$ cat config.mk
export PLATFORM = sky130hd
export DESIGN_NAME = polynomial_feature_expander_unit_flat
export DESIGN_NICKNAME = d
export VERILOG_FILES = /design/src/pfe_pkg.sv /design/src/pfe_if.sv /design/src/pfe_qmul.sv /design/src/polynomial_feature_expander_unit.sv /design/src/flat_wrapper.sv
export SDC_FILE = /design/constraint.sdc
export NUM_CORES = 2
export LEC_CHECK = 0
export BUFFER_PORTS_ARGS = -buffer_cell sky130_fd_sc_hd__buf_4
export CORE_ASPECT_RATIO = 0.9
export CORE_MARGIN = 1.5
export CORE_UTILIZATION = 60
export DETAILED_ROUTE_END_ITERATION = 10
export PLACE_DENSITY_LB_ADDON = 0.08
export SLEW_MARGIN = 20
export SYNTH_ARGS = -nofsm -noshare
export SYNTH_HDL_FRONTEND = slang
export SYNTH_SLANG_ARGS = --single-unit
$ cat constraint.sdc
create_clock -name i_clk -period 8.82 [get_ports i_clk]
set_input_delay 2.646 -clock i_clk [delete_from_list [all_inputs] [get_ports i_clk]]
set_output_delay 2.646 -clock i_clk [all_outputs]
set_load 0.005 [all_outputs]
$ cat src/pfe_pkg.sv
package pfe_pkg;

    // Term class codes held in the slot registers; codes above TERM_NONE act as none
    typedef enum logic [2:0] {
        TERM_CONST = 3'd0,
        TERM_LIN   = 3'd1,
        TERM_QUAD  = 3'd2,
        TERM_CUBE  = 3'd3,
        TERM_NONE  = 3'd4
    } t_term;

    // Configuration register indexes (byte address / 4)
    typedef enum logic [2:0] {
        REG_VAR_COUNT = 3'd0,
        REG_SLOT0     = 3'd1,
        REG_SLOT1     = 3'd2,
        REG_SLOT2     = 3'd3,
        REG_SLOT3     = 3'd4
    } t_reg;

    // Sequencer states
    typedef enum logic [2:0] {
        S_LOAD,
        S_SLOT,
        S_MUL1,
        S_SAT1,
        S_MUL2,
        S_SAT2,
        S_EMIT
    } t_state;

    localparam logic signed [31:0] ONE_Q16     = 32'sh0001_0000;
    localparam int                 SLOT_REGS   = 4;

    localparam logic [1:0] RST_VAR_COUNT = 2'd3;
    localparam logic [2:0] RST_SLOT0     = 3'd1;
    localparam logic [2:0] RST_SLOT1     = 3'd2;
    localparam logic [2:0] RST_SLOT2     = 3'd3;
    localparam logic [2:0] RST_SLOT3     = 3'd4;

    // Number of features one slot yields for n used elements (n is at most 3)
    function automatic logic [5:0] term_count(input logic [2:0] code, input logic [1:0] n);
        logic [5:0] cnt;
        cnt = 6'd0;
        unique case (code)
            TERM_CONST: cnt = 6'd1;
            TERM_LIN:   cnt = {4'd0, n};
            TERM_QUAD: begin
                unique case (n)
                    2'd0: cnt = 6'd0;
                    2'd1: cnt = 6'd1;
                    2'd2: cnt = 6'd3;
                    2'd3: cnt = 6'd6;
                    default: cnt = 6'd0;
                endcase
            end
            TERM_CUBE: begin
                unique case (n)
                    2'd0: cnt = 6'd0;
                    2'd1: cnt = 6'd1;
                    2'd2: cnt = 6'd4;
                    2'd3: cnt = 6'd10;
                    default: cnt = 6'd0;
                endcase
            end
            default: cnt = 6'd0;
        endcase
        return cnt;
    endfunction

endpackage

$ cat src/pfe_if.sv
// Input word channel: one state vector element
interface pfe_in_if;
    logic               valid;
    logic               ready;
    logic signed [31:0] sample_value;
    logic               last_sample;

    modport source (output valid, output sample_value, output last_sample, input ready);
    modport sink   (input valid, input sample_value, input last_sample, output ready);
endinterface

// Output word channel: one feature
interface pfe_out_if;
    logic               valid;
    logic               ready;
    logic signed [31:0] feature_value;
    logic               last_feature;

    modport source (output valid, output feature_value, output last_feature, input ready);
    modport sink   (input valid, input feature_value, input last_feature, output ready);
endinterface

$ cat src/pfe_qmul.sv
// Shared Q16.16 multiplier: product registered, then floor shift and saturation
module pfe_qmul (
    input  logic               i_clk,
    input  logic               i_en,
    input  logic signed [31:0] i_a,
    input  logic signed [31:0] i_b,
    output logic signed [31:0] o_q
);

    logic signed [63:0] r_prod;
    logic signed [63:0] shifted;

    // full 64-bit product
    always_ff @(posedge i_clk) begin
        if (i_en) begin
            r_prod <= i_a * i_b;
        end
    end

    // arithmetic shift rounds toward minus infinity; clamp to 32 bits
    always_comb begin
        shifted = r_prod >>> 16;
        if (shifted[47:31] == {17{shifted[47]}}) begin
            o_q = shifted[31:0];
        end else if (shifted[47]) begin
            o_q = 32'sh8000_0000;
        end else begin
            o_q = 32'sh7FFF_FFFF;
        end
    end

endmodule

$ cat src/polynomial_feature_expander_unit.sv
// Loading: one element word per cycle while the block is in its load state.
// On the last element the sequencer walks the slots: constant and linear features
// go from slot to emit, a quadratic adds a multiply and a saturate step on the
// shared multiplier, a cubic two of each; empty slots before the last feature are
// skipped, and output stalls hold emit. No input word is taken during a run. Reset
// is synchronous, active low: clears store and sequencer.
module polynomial_feature_expander_unit
    import pfe_pkg::*;
#(
    parameter int MAX_VARS   = 3,
    parameter int TERM_SLOTS = 4
) (
    input  logic        i_clk,
    input  logic        i_rst_n,
    pfe_in_if.sink      i_smp,
    pfe_out_if.source   o_feat,
    input  logic        psel,
    input  logic        penable,
    input  logic        pwrite,
    input  logic [4:0]  paddr,
    input  logic [31:0] pwdata,
    output logic [31:0] prdata,
    output logic        pready
);

    localparam int IW  = (MAX_VARS > 1) ? $clog2(MAX_VARS) : 1;
    localparam int LDW = IW + 1;
    localparam int CW  = IW + 2;
    localparam int SW  = $clog2(TERM_SLOTS) + 1;

    // configuration registers
    logic [1:0] r_var_count;
    logic [2:0] r_slot_cfg [SLOT_REGS];

    // sequencer
    t_state                r_state, n_state;
    logic [SW-1:0]         r_slot, n_slot;
    logic [IW-1:0]         r_i, n_i, r_j, n_j, r_k, n_k;
    logic [LDW-1:0]        r_load_idx, n_load_idx;
    logic [5:0]            r_total, n_total;
    logic [5:0]            r_emit_cnt, n_emit_cnt;
    logic signed [31:0]    r_op_a, n_op_a;
    logic signed [31:0]    r_res, n_res;
    logic signed [31:0]    r_store [MAX_VARS];

    // output word register
    logic               r_out_valid;
    logic signed [31:0] r_out_data;
    logic               r_out_last;

    logic               cfg_wr;
    logic               in_acc;
    logic               out_free;
    logic [1:0]         n_used;
    logic [CW-1:0]      n_ext;
    logic [CW-1:0]      i_inc, j_inc, k_inc;
    logic [5:0]         total_c;
    logic [2:0]         cur_code;
    logic [IW-1:0]      rd_idx;
    logic signed [31:0] rd_data;
    logic               mul_en;
    logic signed [31:0] mul_q;
    logic               st_wr;
    logic               st_clr;
    logic               out_load;
    logic               is_last;
    logic               adv;

    // ---------------- configuration port ----------------
    assign pready = 1'b1;
    assign cfg_wr = psel & penable & pwrite;

    always_ff @(posedge i_clk) begin
        if (!i_rst_n) begin
            r_var_count   <= RST_VAR_COUNT;
            r_slot_cfg[0] <= RST_SLOT0;
            r_slot_cfg[1] <= RST_SLOT1;
            r_slot_cfg[2] <= RST_SLOT2;
            r_slot_cfg[3] <= RST_SLOT3;
        end else if (cfg_wr) begin
            unique case (paddr[4:2])
                REG_VAR_COUNT: r_var_count   <= pwdata[1:0];
                REG_SLOT0:     r_slot_cfg[0] <= pwdata[2:0];
                REG_SLOT1:     r_slot_cfg[1] <= pwdata[2:0];
                REG_SLOT2:     r_slot_cfg[2] <= pwdata[2:0];
                REG_SLOT3:     r_slot_cfg[3] <= pwdata[2:0];
                default: ;
            endcase
        end
    end

    // register read back
    always_comb begin
        unique case (paddr[4:2])
            REG_VAR_COUNT: prdata = {30'd0, r_var_count};
            REG_SLOT0:     prdata = {29'd0, r_slot_cfg[0]};
            REG_SLOT1:     prdata = {29'd0, r_slot_cfg[1]};
            REG_SLOT2:     prdata = {29'd0, r_slot_cfg[2]};
            REG_SLOT3:     prdata = {29'd0, r_slot_cfg[3]};
            default:       prdata = 32'd0;
        endcase
    end

    // ---------------- derived setup ----------------
    // elements in use: var_count limited by the store depth
    assign n_used = (int'(r_var_count) < MAX_VARS) ? r_var_count : 2'(MAX_VARS);
    assign n_ext  = CW'(n_used);
    assign i_inc  = CW'(r_i) + CW'(1);
    assign j_inc  = CW'(r_j) + CW'(1);
    assign k_inc  = CW'(r_k) + CW'(1);

    // features in one run; at most 4 slots of 10 each, so the 6-bit total never overflows
    always_comb begin
        total_c = 6'd0;
        for (int s = 0; s < SLOT_REGS; s++) begin
            if (s < TERM_SLOTS) begin
                total_c = total_c + term_count(r_slot_cfg[s], n_used);
            end
        end
    end

    // term class of the current slot; slots past the registers are none
    always_comb begin
        cur_code = TERM_NONE;
        for (int s = 0; s < SLOT_REGS; s++) begin
            if (s < TERM_SLOTS && int'(r_slot) == s) begin
                cur_code = r_slot_cfg[s];
            end
        end
    end

    // single store read port, address picked by step
    always_comb begin
        unique case (r_state)
            S_MUL1:  rd_idx = r_j;
            S_MUL2:  rd_idx = r_k;
            default: rd_idx = r_i;
        endcase
    end
    assign rd_data = r_store[rd_idx];

    // ---------------- shared multiplier ----------------
    assign mul_en = (r_state == S_MUL1) || (r_state == S_MUL2);

    pfe_qmul u_qmul (
        .i_clk (i_clk),
        .i_en  (mul_en),
        .i_a   (r_op_a),
        .i_b   (rd_data),
        .o_q   (mul_q)
    );

    // ---------------- handshakes ----------------
    assign i_smp.ready = (r_state == S_LOAD);
    assign in_acc      = i_smp.valid & i_smp.ready;
    assign out_free    = !r_out_valid || o_feat.ready;
    assign is_last     = (r_emit_cnt == r_total - 6'd1);

    // ---------------- sequencer ----------------
    always_ff @(posedge i_clk) begin
        if (!i_rst_n) begin
            r_state    <= S_LOAD;
            r_slot     <= '0;
            r_i        <= '0;
            r_j        <= '0;
            r_k        <= '0;
            r_load_idx <= '0;
            r_total    <= '0;
            r_emit_cnt <= '0;
        end else begin
            r_state    <= n_state;
            r_slot     <= n_slot;
            r_i        <= n_i;
            r_j        <= n_j;
            r_k        <= n_k;
            r_load_idx <= st_clr ? '0 : n_load_idx;
            r_total    <= n_total;
            r_emit_cnt <= n_emit_cnt;
        end
    end

    always_ff @(posedge i_clk) begin
        r_op_a <= n_op_a;
        r_res  <= n_res;
    end

    always_comb begin
        n_state    = r_state;
        n_slot     = r_slot;
        n_i        = r_i;
        n_j        = r_j;
        n_k        = r_k;
        n_load_idx = r_load_idx;
        n_total    = r_total;
        n_emit_cnt = r_emit_cnt;
        n_op_a     = r_op_a;
        n_res      = r_res;
        st_wr      = 1'b0;
        st_clr     = 1'b0;
        out_load   = 1'b0;
        adv        = 1'b0;

        unique case (r_state)
            S_LOAD: begin
                if (in_acc) begin
                    // elements past the used count are dropped
                    if (CW'(r_load_idx) < n_ext) begin
                        st_wr      = 1'b1;
                        n_load_idx = r_load_idx + LDW'(1);
                    end
                    if (i_smp.last_sample) begin
                        n_total    = total_c;
                        n_emit_cnt = 6'd0;
                        n_slot     = '0;
                        n_i        = '0;
                        n_j        = '0;
                        n_k        = '0;
                        if (total_c == 6'd0) begin
                            st_clr = 1'b1;
                        end else begin
                            n_state = S_SLOT;
                        end
                    end
                end
            end
            S_SLOT: begin
                case (cur_code) inside
                    TERM_CONST: begin
                        n_res   = ONE_Q16;
                        n_state = S_EMIT;
                    end
                    TERM_LIN: begin
                        if (n_used == 2'd0) begin
                            adv = 1'b1;
                        end else begin
                            n_res   = rd_data;
                            n_state = S_EMIT;
                        end
                    end
                    TERM_QUAD, TERM_CUBE: begin
                        if (n_used == 2'd0) begin
                            adv = 1'b1;
                        end else begin
                            n_op_a  = rd_data;
                            n_state = S_MUL1;
                        end
                    end
                    default: adv = 1'b1;
                endcase
            end
            S_MUL1: n_state = S_SAT1;
            S_SAT1: begin
                if (cur_code == TERM_CUBE) begin
                    n_op_a  = mul_q;
                    n_state = S_MUL2;
                end else begin
                    n_res   = mul_q;
                    n_state = S_EMIT;
                end
            end
            S_MUL2: n_state = S_SAT2;
            S_SAT2: begin
                n_res   = mul_q;
                n_state = S_EMIT;
            end
            S_EMIT: begin
                if (out_free) begin
                    out_load   = 1'b1;
                    n_emit_cnt = r_emit_cnt + 6'd1;
                    if (is_last) begin
                        st_clr  = 1'b1;
                        n_state = S_LOAD;
                    end else begin
                        n_state = S_SLOT;
                        // step the index tuple in lexicographic order, i <= j <= k
                        case (cur_code) inside
                            TERM_LIN: begin
                                if (i_inc < n_ext) n_i = IW'(i_inc);
                                else adv = 1'b1;
                            end
                            TERM_QUAD: begin
                                if (j_inc < n_ext) begin
                                    n_j = IW'(j_inc);
                                end else if (i_inc < n_ext) begin
                                    n_i = IW'(i_inc);
                                    n_j = IW'(i_inc);
                                end else begin
                                    adv = 1'b1;
                                end
                            end
                            TERM_CUBE: begin
                                if (k_inc < n_ext) begin
                                    n_k = IW'(k_inc);
                                end else if (j_inc < n_ext) begin
                                    n_j = IW'(j_inc);
                                    n_k = IW'(j_inc);
                                end else if (i_inc < n_ext) begin
                                    n_i = IW'(i_inc);
                                    n_j = IW'(i_inc);
                                    n_k = IW'(i_inc);
                                end else begin
                                    adv = 1'b1;
                                end
                            end
                            default: adv = 1'b1;
                        endcase
                    end
                end
            end
            default: n_state = S_LOAD;
        endcase

        // move to the next slot with fresh indices, or back to loading after the last slot
        if (adv) begin
            n_i = '0;
            n_j = '0;
            n_k = '0;
            if (r_slot == SW'(TERM_SLOTS - 1)) begin
                st_clr  = 1'b1;
                n_state = S_LOAD;
            end else begin
                n_slot  = r_slot + SW'(1);
                n_state = S_SLOT;
            end
        end
    end

    // ---------------- element store ----------------
    always_ff @(posedge i_clk) begin
        if (!i_rst_n || st_clr) begin
            for (int e = 0; e < MAX_VARS; e++) begin
                r_store[e] <= '0;
            end
        end else if (st_wr) begin
            r_store[r_load_idx[IW-1:0]] <= i_smp.sample_value;
        end
    end

    // ---------------- output word register ----------------
    always_ff @(posedge i_clk) begin
        if (!i_rst_n) begin
            r_out_valid <= 1'b0;
        end else if (out_load) begin
            r_out_valid <= 1'b1;
        end else if (o_feat.ready) begin
            r_out_valid <= 1'b0;
        end
    end

    always_ff @(posedge i_clk) begin
        if (out_load) begin
            r_out_data <= r_res;
            r_out_last <= is_last;
        end
    end

    assign o_feat.valid         = r_out_valid;
    assign o_feat.feature_value = r_out_data;
    assign o_feat.last_feature  = r_out_last;

    // ---------------- assertions ----------------
    // a run never emits more words than counted at its start
    a_cnt_bound: assert property (@(posedge i_clk) disable iff (!i_rst_n)
        (r_state != S_LOAD) |-> (r_emit_cnt < r_total))
        else $error("feature count overran the run total");

    // the last word of a run returns to loading with an empty store
    a_run_end: assert property (@(posedge i_clk) disable iff (!i_rst_n)
        (out_load && is_last) |=> (r_state == S_LOAD && r_load_idx == '0
                                   && r_out_last && r_out_valid))
        else $error("run did not close after its last word");

    // load position stays within the store
    a_load_idx: assert property (@(posedge i_clk) disable iff (!i_rst_n)
        int'(r_load_idx) <= MAX_VARS)
        else $error("load index beyond store depth");

    // a word is only loaded when the output register can take it
    a_out_free: assert property (@(posedge i_clk) disable iff (!i_rst_n)
        out_load |-> (!r_out_valid || o_feat.ready))
        else $error("output word overwritten");

endmodule
$ cat src/flat_wrapper.sv
// flat-port wrapper written by rule: the top's interface ports become plain ports
module polynomial_feature_expander_unit_flat import pfe_pkg::*;
#(
    parameter int MAX_VARS   = 3,
    parameter int TERM_SLOTS = 4
)
  (i_clk, i_rst_n, psel, penable, pwrite, paddr, pwdata, prdata, pready, i_smp_valid, i_smp_sample_value, i_smp_last_sample, i_smp_ready, o_feat_valid, o_feat_feature_value, o_feat_last_feature, o_feat_ready);
  pfe_in_if i_smp_i ();
  pfe_out_if o_feat_i ();
  input  logic i_clk;
  input  logic i_rst_n;
  input  logic psel;
  input  logic penable;
  input  logic pwrite;
  input  logic [4:0] paddr;
  input  logic [31:0] pwdata;
  output logic [31:0] prdata;
  output logic pready;
  input wire logic [$bits(i_smp_i.valid)-1:0] i_smp_valid;
  input wire logic [$bits(i_smp_i.sample_value)-1:0] i_smp_sample_value;
  input wire logic [$bits(i_smp_i.last_sample)-1:0] i_smp_last_sample;
  output wire logic [$bits(i_smp_i.ready)-1:0] i_smp_ready;
  output wire logic [$bits(o_feat_i.valid)-1:0] o_feat_valid;
  output wire logic [$bits(o_feat_i.feature_value)-1:0] o_feat_feature_value;
  output wire logic [$bits(o_feat_i.last_feature)-1:0] o_feat_last_feature;
  input wire logic [$bits(o_feat_i.ready)-1:0] o_feat_ready;
  assign i_smp_i.valid = i_smp_valid;
  assign i_smp_i.sample_value = i_smp_sample_value;
  assign i_smp_i.last_sample = i_smp_last_sample;
  assign i_smp_ready = i_smp_i.ready;
  assign o_feat_valid = o_feat_i.valid;
  assign o_feat_feature_value = o_feat_i.feature_value;
  assign o_feat_last_feature = o_feat_i.last_feature;
  assign o_feat_i.ready = o_feat_ready;
  polynomial_feature_expander_unit #(.MAX_VARS(MAX_VARS), .TERM_SLOTS(TERM_SLOTS)) u_core (.i_clk(i_clk), .i_rst_n(i_rst_n), .i_smp(i_smp_i), .o_feat(o_feat_i), .psel(psel), .penable(penable), .pwrite(pwrite), .paddr(paddr), .pwdata(pwdata), .prdata(prdata), .pready(pready));
endmodule
**Word level (Yosys, flattened, before mapping)**

Memories as Yosys holds them, arrays and structs flattened.
Cells that the tools add are included.

- Output and inout port bits: 68
- Word-level logic and storage cells: 268
- RAM bits: 108
- Memories: 2
- Memory bits (read-only): 0
- Flip-flop bits (word level): 191
- Latch bits: 0

- Equal/unequal tests: 60
- Bitwise logic cells: 8
- Div/mod/pow operators: 0
- Add/sub/neg operators: 10
- Muxes and demuxes: 134
- $mul: 1
- Magnitude comparators: 5
- Reductions and logical operators: 33
- Shift-type cells: 0

Memory list:

| memory | words | bits a word | rd ports | clocked after Yosys merged registers in | wr ports | line | source |
|---|---|---|---|---|---|---|---|
| u_core.r_store | 3 | 32 | 1 | 0 | 3 | polynomial_feature_expander_unit.sv:44 | `logic signed [31:0] r_store [MAX_VARS];` |
| u_core.r_slot_cfg | 4 | 3 | 4 | 0 | 4 | polynomial_feature_expander_unit.sv:33 | `logic [2:0] r_slot_cfg [SLOT_REGS];` |

Operators by type and width:

| kind | number |
|---|---|
| $mux 32 | 11 |
| $pmux 6 s4 | 6 |
| $pmux 32 s3 | 1 |
| $mux 3 | 23 |
| $mul 32x32->64 | 1 |
| $pmux 32 s2 | 1 |
| $mux 2 | 29 |
| $mux 1 | 51 |
| $eq 3x2->1 const B | 16 |
| $reduce_or 32->1 | 1 |
| $logic_not 3->1 | 8 |
| $eq 3x1->1 const B | 7 |
| $pmux 3 s7 | 1 |
| $add 6x6->6 | 3 |
| $eq 3x3->1 const B | 6 |
| $mux 6 | 3 |
| $ne 2x2->1 const B | 9 |
| $eq 16x16->1 | 1 |
| $pmux 2 s2 | 4 |
| $pmux 3 s5 | 1 |
| $lt 4x2->1 | 3 |
| $pmux 6 s2 | 1 |
| $reduce_and 6->1 | 2 |
| $add 2x1->3 const B | 3 |
| 32 further kinds | 59 |

**Logic depth before layout (Yosys ltp)**

- Depth after elaboration: 20
- Gate-level depth with buffers: 38
- Gate-level depth less buffers: 32

**Modules after synthesis**

Synthesis repeated with hierarchy kept, for this count alone.

- Cells, all modules: 4,903
- Area total of the unflattened synthesis: 50,651.1 µm²

By module, submodules not included:

| module | times used | area an instance (µm²) | cells each | sequential area each (µm²) |
|---|---|---|---|---|
| pfe_qmul | 1 | 37,497.2 | 3,912 | 1,441.4 |
| polynomial_feature_expander_unit | 1 | 13,153.9 | 991 | 7,717.4 |

**Worst setup path after synthesis**

No wires, ideal clock.

- Path type: register to register
- From: reg u_core.r_state[1]
- To: reg u_core.u_qmul.r_prod[61] (data pin)
- Setup time: 0.261 ns
- Setup slack: -0.662 ns
- Period minus slack after synthesis: 9.482 ns
- Data required time: 8.559 ns
- Arrival time: 9.221 ns
- Cell stages (with the launch flop): 34
- Path through: dfxtp_1 > buf_6 > buf_2 > nor3b_2 > o21a_2 > nor2_2 > buf_2 > buf_4 > mux2_2 > nand2_1 > o21ai_1 > buf_2 > nand2_1 > inv_1 > fa_1 > fa_1 > fa_1 > fa_1 > fa_1 > fa_1 > fa_1 > fa_1 > ha_1 > buf_2 > nand4_1 > nor2_1 > nand2_1 > nor4_1 > o211ai_4 > a2111oi_4 > o2111a_2 > o21a_2 > nor4_1 > a311o_1

- Cells in the longest elaborated chain, start to end: 4
- Elaborated cells on any way between the ends: 5

RTL lines:

| what | line | source |
|---|---|---|
| start, declared | polynomial_feature_expander_unit.sv:36 | `t_state r_state, n_state;` |
| start signal, assigned | polynomial_feature_expander_unit.sv:171 | `r_state <= n_state;` |
| $eq 3x3->1 or $eq 3x2->1 (tied branches) | polynomial_feature_expander_unit.sv:134 | `unique case (r_state)` |
| $pmux 2 s2 * | polynomial_feature_expander_unit.sv:134 |  |
| $mem_v2 3x32 * | - |  |
| $mul 32x32->64 * | pfe_qmul.sv:16 | `r_prod <= i_a * i_b;` |
| end signal, assigned | pfe_qmul.sv:16 |  |
| end, declared | pfe_qmul.sv:10 | `logic signed [63:0] r_prod;` |

Mark *: on every way between the ends. The rest lies on a longest branch, timed or not.
A chain may end at the register's enable or synchronous reset.

**Final worst setup path**

Ends and elaborated chain as after synthesis.

==> results.py <==
metrics = {
    "run_status": {
        "status": "complete, but fails checks",
        "violations": "negative setup slack",
    },
    "finish": {
        "post-route-util": 0.711,
        "multi_input_area_sq_mm": 0.0385,
        "syn2layout_area_growth_pct": 17.3,
        "drive_above_1_share": 0.189,
        "antenna-diode-count": 0,
        "nFillCells": 6355,
        "regArea_sq_mm": 0.00917,
        "fin_nets": 6860,
        "stdcell_area_sq_mm": 0.0600,
    },
    "route": {
        "wire_per_inst_um": 21.0,
        "drc": 0,
        "antenna_left": 0,
        "drt-vias-per-instance": 5.61,
        "wirelength_um": 140000,
        "vias": 37200,
        "drtIter0Drc": 2877,
        "drt-pass1-iter-count": 6,
    },
    "timing": {
        "fmax_ghz": 0.107,
        "hold_viol_final": 0,
        "slew_headroom": 0.337,
        "grt_setup_unrepaired": "yes",
        "slew_violations": 0,
        "tightest_slew_ns": 0.994,
        "timing.hold.ws_ns": 0.418,
        "final-setup-viol-count": 27,
        "fin_ws_ns": -0.525,
        "finalClockSkew_ns": 0.0151,
        "finalSetupTns_ns": -6.06,
        "period_minus_slack_ns": 9.35,
        "fin_crit_sh": 1.06,
    },
    "clock_tree": {
        "path_clk_slew_ns": 0.06,
        "numCtsBuffers": 35,
        "clock-root-buffer": "clkbuf_16",
        "clk_path_buf_depth": 3,
        "tritoncts": "yes",
        "cts_max_level": 2,
        "clock-sinks": 315,
        "clk-insertion-delay-late_ns": 0.51,
    },
    "hold_path": {
        "hp-start": "u_core.r_res[21]",
        "min_to": "u_core.o_feat.feature_value[21]",
        "min_path_type": "flop to flop",
        "worstHoldPathCells": 0,
    },
    "critical_path": {
        "crit_fanout": 8,
        "crit_top_cell": "fa_1",
        "cpPeakStageDelay_ns": 0.59,
        "critical_path.startpoint": "u_core.r_state[1]",
        "crit_arrival_ns": 9.60,
        "cp.required_ns": 9.08,
        "rr_endpoint": "u_core.u_qmul.r_prod[61]",
        "critPathCaptureType": "flop",
        "cp-start-kind": "flop",
        "r2r_start": "u_core.r_state[1]",
        "reg2reg_depth": 36,
        "cp_slowest_cell": "fa_2",
        "crit_type": "flop to flop",
        "rrSetupSlack_ns": -0.53,
    },
    "synthesis": {
        "synth-edff-count": 285,
        "synth_top_family_by_area": "adder cells",
        "synthesis.instances": 5105,
        "synth_warnings": 0,
        "synth_ff_type": "edfxtp_1",
        "yosys.area_share.simple": 0.158,
        "synth_seq_cells": 315,
        "synth_fa_ha_area_frac": 0.477,
        "synth_area_sq_mm": 0.0511,
        "synthXorXnorAreaFrac": 0.0132,
        "muxShareOfSynthArea": 0.0161,
        "synth.distinct_cells": 81,
        "syn_area_per_cell_sq_um": 10.0,
        "synth_compound_area_frac": 0.0559,
        "yosysSeqAreaShare": 0.179,
        "synthArstFlopShare": 0,
    },
    "global_routing": {
        "antenna_found_initial": 2,
        "grt_max_degree": 65,
        "grtUsageTotal": 0.321,
        "overflow": 0,
        "grt_pass1_vias": 39100,
        "grt_pass1_wl_um": 216000,
    },
    "floorplan": {
        "coreArea_sq_mm": 0.0844,
        "ioPinCount": 145,
        "row_count": 101,
        "die_area_sq_mm": 0.0870,
        "initial_core_util": 0.606,
        "die_h_um": 280,
        "die_x_um": 311,
    },
    "place": {
        "place.gp.congestion": 0.929,
        "dpl_cell_area_sq_mm": 0.0564,
        "portBuffers": 83,
        "dpl.hpwl_um": 105000,
    },
    "job": {
        "drv_cap": 0,
    },
}
cell usage after synthesis, drive strengths merged, types with 4 or more instances:
library cell,n,area (sq um)
or2,14,87.6
a31oi,14,87.6
xnor2,48,420
mux2,34,383
o21ai,99,499
nand3b,4,30.0
mux2i,44,440
o21bai,16,120
nor3b,9,72.6
o21a,15,115
nand2b,15,93.8
a21o,34,255
or3,9,56.3
o31ai,11,92.6
nand3,30,150
inv,993,3730
nor2b,18,113
xor2,29,254
buf,68,439
and3,10,62.6
o22ai,31,194
nand2,626,2350
nor2,138,521
a21oi,163,816
ha,207,2590
fa,1089,21800
clkbuf,265,995
dfxtp,30,601
a221o,4,40.0
nor3,26,130
a211oi,13,103
o211ai,9,81.3
and4,99,867
and2,514,3220
edfxtp,285,8560
nor4,9,62.6
a2111oi,4,72.6
a211o,4,35.0
nand4,28,175
critical path, delay by kind of cell (launching register included):
kind | cells | cell delay, ns
compound gates | 9 | 2.13
mux | 1 | 0.31
simple gates | 7 | 0.85
buf+inv | 10 | 1.20
fa+ha+maj | 9 | 4.18
flops | 1 | 0.37
logic make-up after synthesis:
| logic type | after synthesis |
|---|---|
| flops | 315 |
| other cells | 2 |
| mux | 78 |
| simple gates | 1558 |
| compound gates | 453 |
| xor+xnor | 77 |
| fa+ha+maj | 1296 |
| buf+inv | 1326 |
layout make-up:
type,count,share of cell area
inverters,993,0.0622
multi-input cells,3494,0.641
flip-flops and latches,315,0.153
repair buffers,648,0.102
clock inverters,15,0.00219
well taps,1133,0.0236
clock buffers,44,0.0159
cell usage in the layout, fill, tap and decap left out, types with 23 or more instances in the layout:
cell type and instances:
fa_2 63, xor2_1 26, ha_1 188, o21ai_0 42, nand3_1 27, buf_6 33
fa_1 1026, and4_1 98, xnor2_1 44, and2_1 495, clkbuf_16 48, edfxtp_1 285
dfxtp_1 28, inv_2 23, mux2i_1 38, a21o_1 34, nand2_1 601, o22ai_1 31
a21oi_1 144, inv_1 969, mux2_2 23, nor2_1 123, buf_12 65, buf_4 527
o21ai_2 29, conb_1 30, nand4_1 28
stage by stage:
| step | worst slack [ns] | instances |
|---|---|---|
| finish | -0.525 | 6642 |
| global route | -0.754 | 6642 |
| CTS | -0.441 | 6596 |
| detailed placement | -0.819 | 6494 |
| global placement | -0.714 | 6494 |
| floorplan | -0.107 | 5133 |
flip-flops by register name, indices dropped and copies added, names as in the netlist, 6 cells and up:
name                         count
u_core.r_store                 128
u_core.u_qmul.r_prod            48
u_core.o_feat.feature_value     32
u_core.r_op_a                   32
u_core.r_res                    32
u_core.r_slot_cfg               12
u_core.r_emit_cnt                6
u_core.r_total                   6
timing repair:
item / 4_1_cts / 5_1_grt
hold buffers: 0 / 0
buffers inserted: 37 / 39
pin swaps: 42 / 136
gates cloned: 8 / 12
resized for setup: 153 / 217
setup endpoints to repair: 39 / 41
worst max path at each step:
| stage | to | slack [ns] | cells after the start |
|---|---|---|---|
| 3_3_place_gp | u_core.u_qmul.r_prod[61] | -0.71 | 34 |
| 4_1_cts | u_core.u_qmul.r_prod[61] | -0.44 | 34 |
| 5_1_grt | u_core.u_qmul.r_prod[61] | -0.75 | 34 |
| 3_5_place_dp | u_core.u_qmul.r_prod[61] | -0.82 | 33 |
| 2_1_floorplan | u_core.u_qmul.r_prod[61] | -0.11 | 31 |
| 6_report | u_core.u_qmul.r_prod[61] | -0.53 | 36 |
per-layer routing:
layer  track usage  vias to the layer above  share of wire
li1              -                    16400              -
met1         0.464                    19200           0.42
met2         0.518                     1441           0.47
met3        0.0540                      176          0.094
met4        0.0693                        2          0.022
met5             0                        -       0.000086
Power is not shown: default switching activity piles up to over one toggle a cycle in this logic, so the estimate is an artifact.
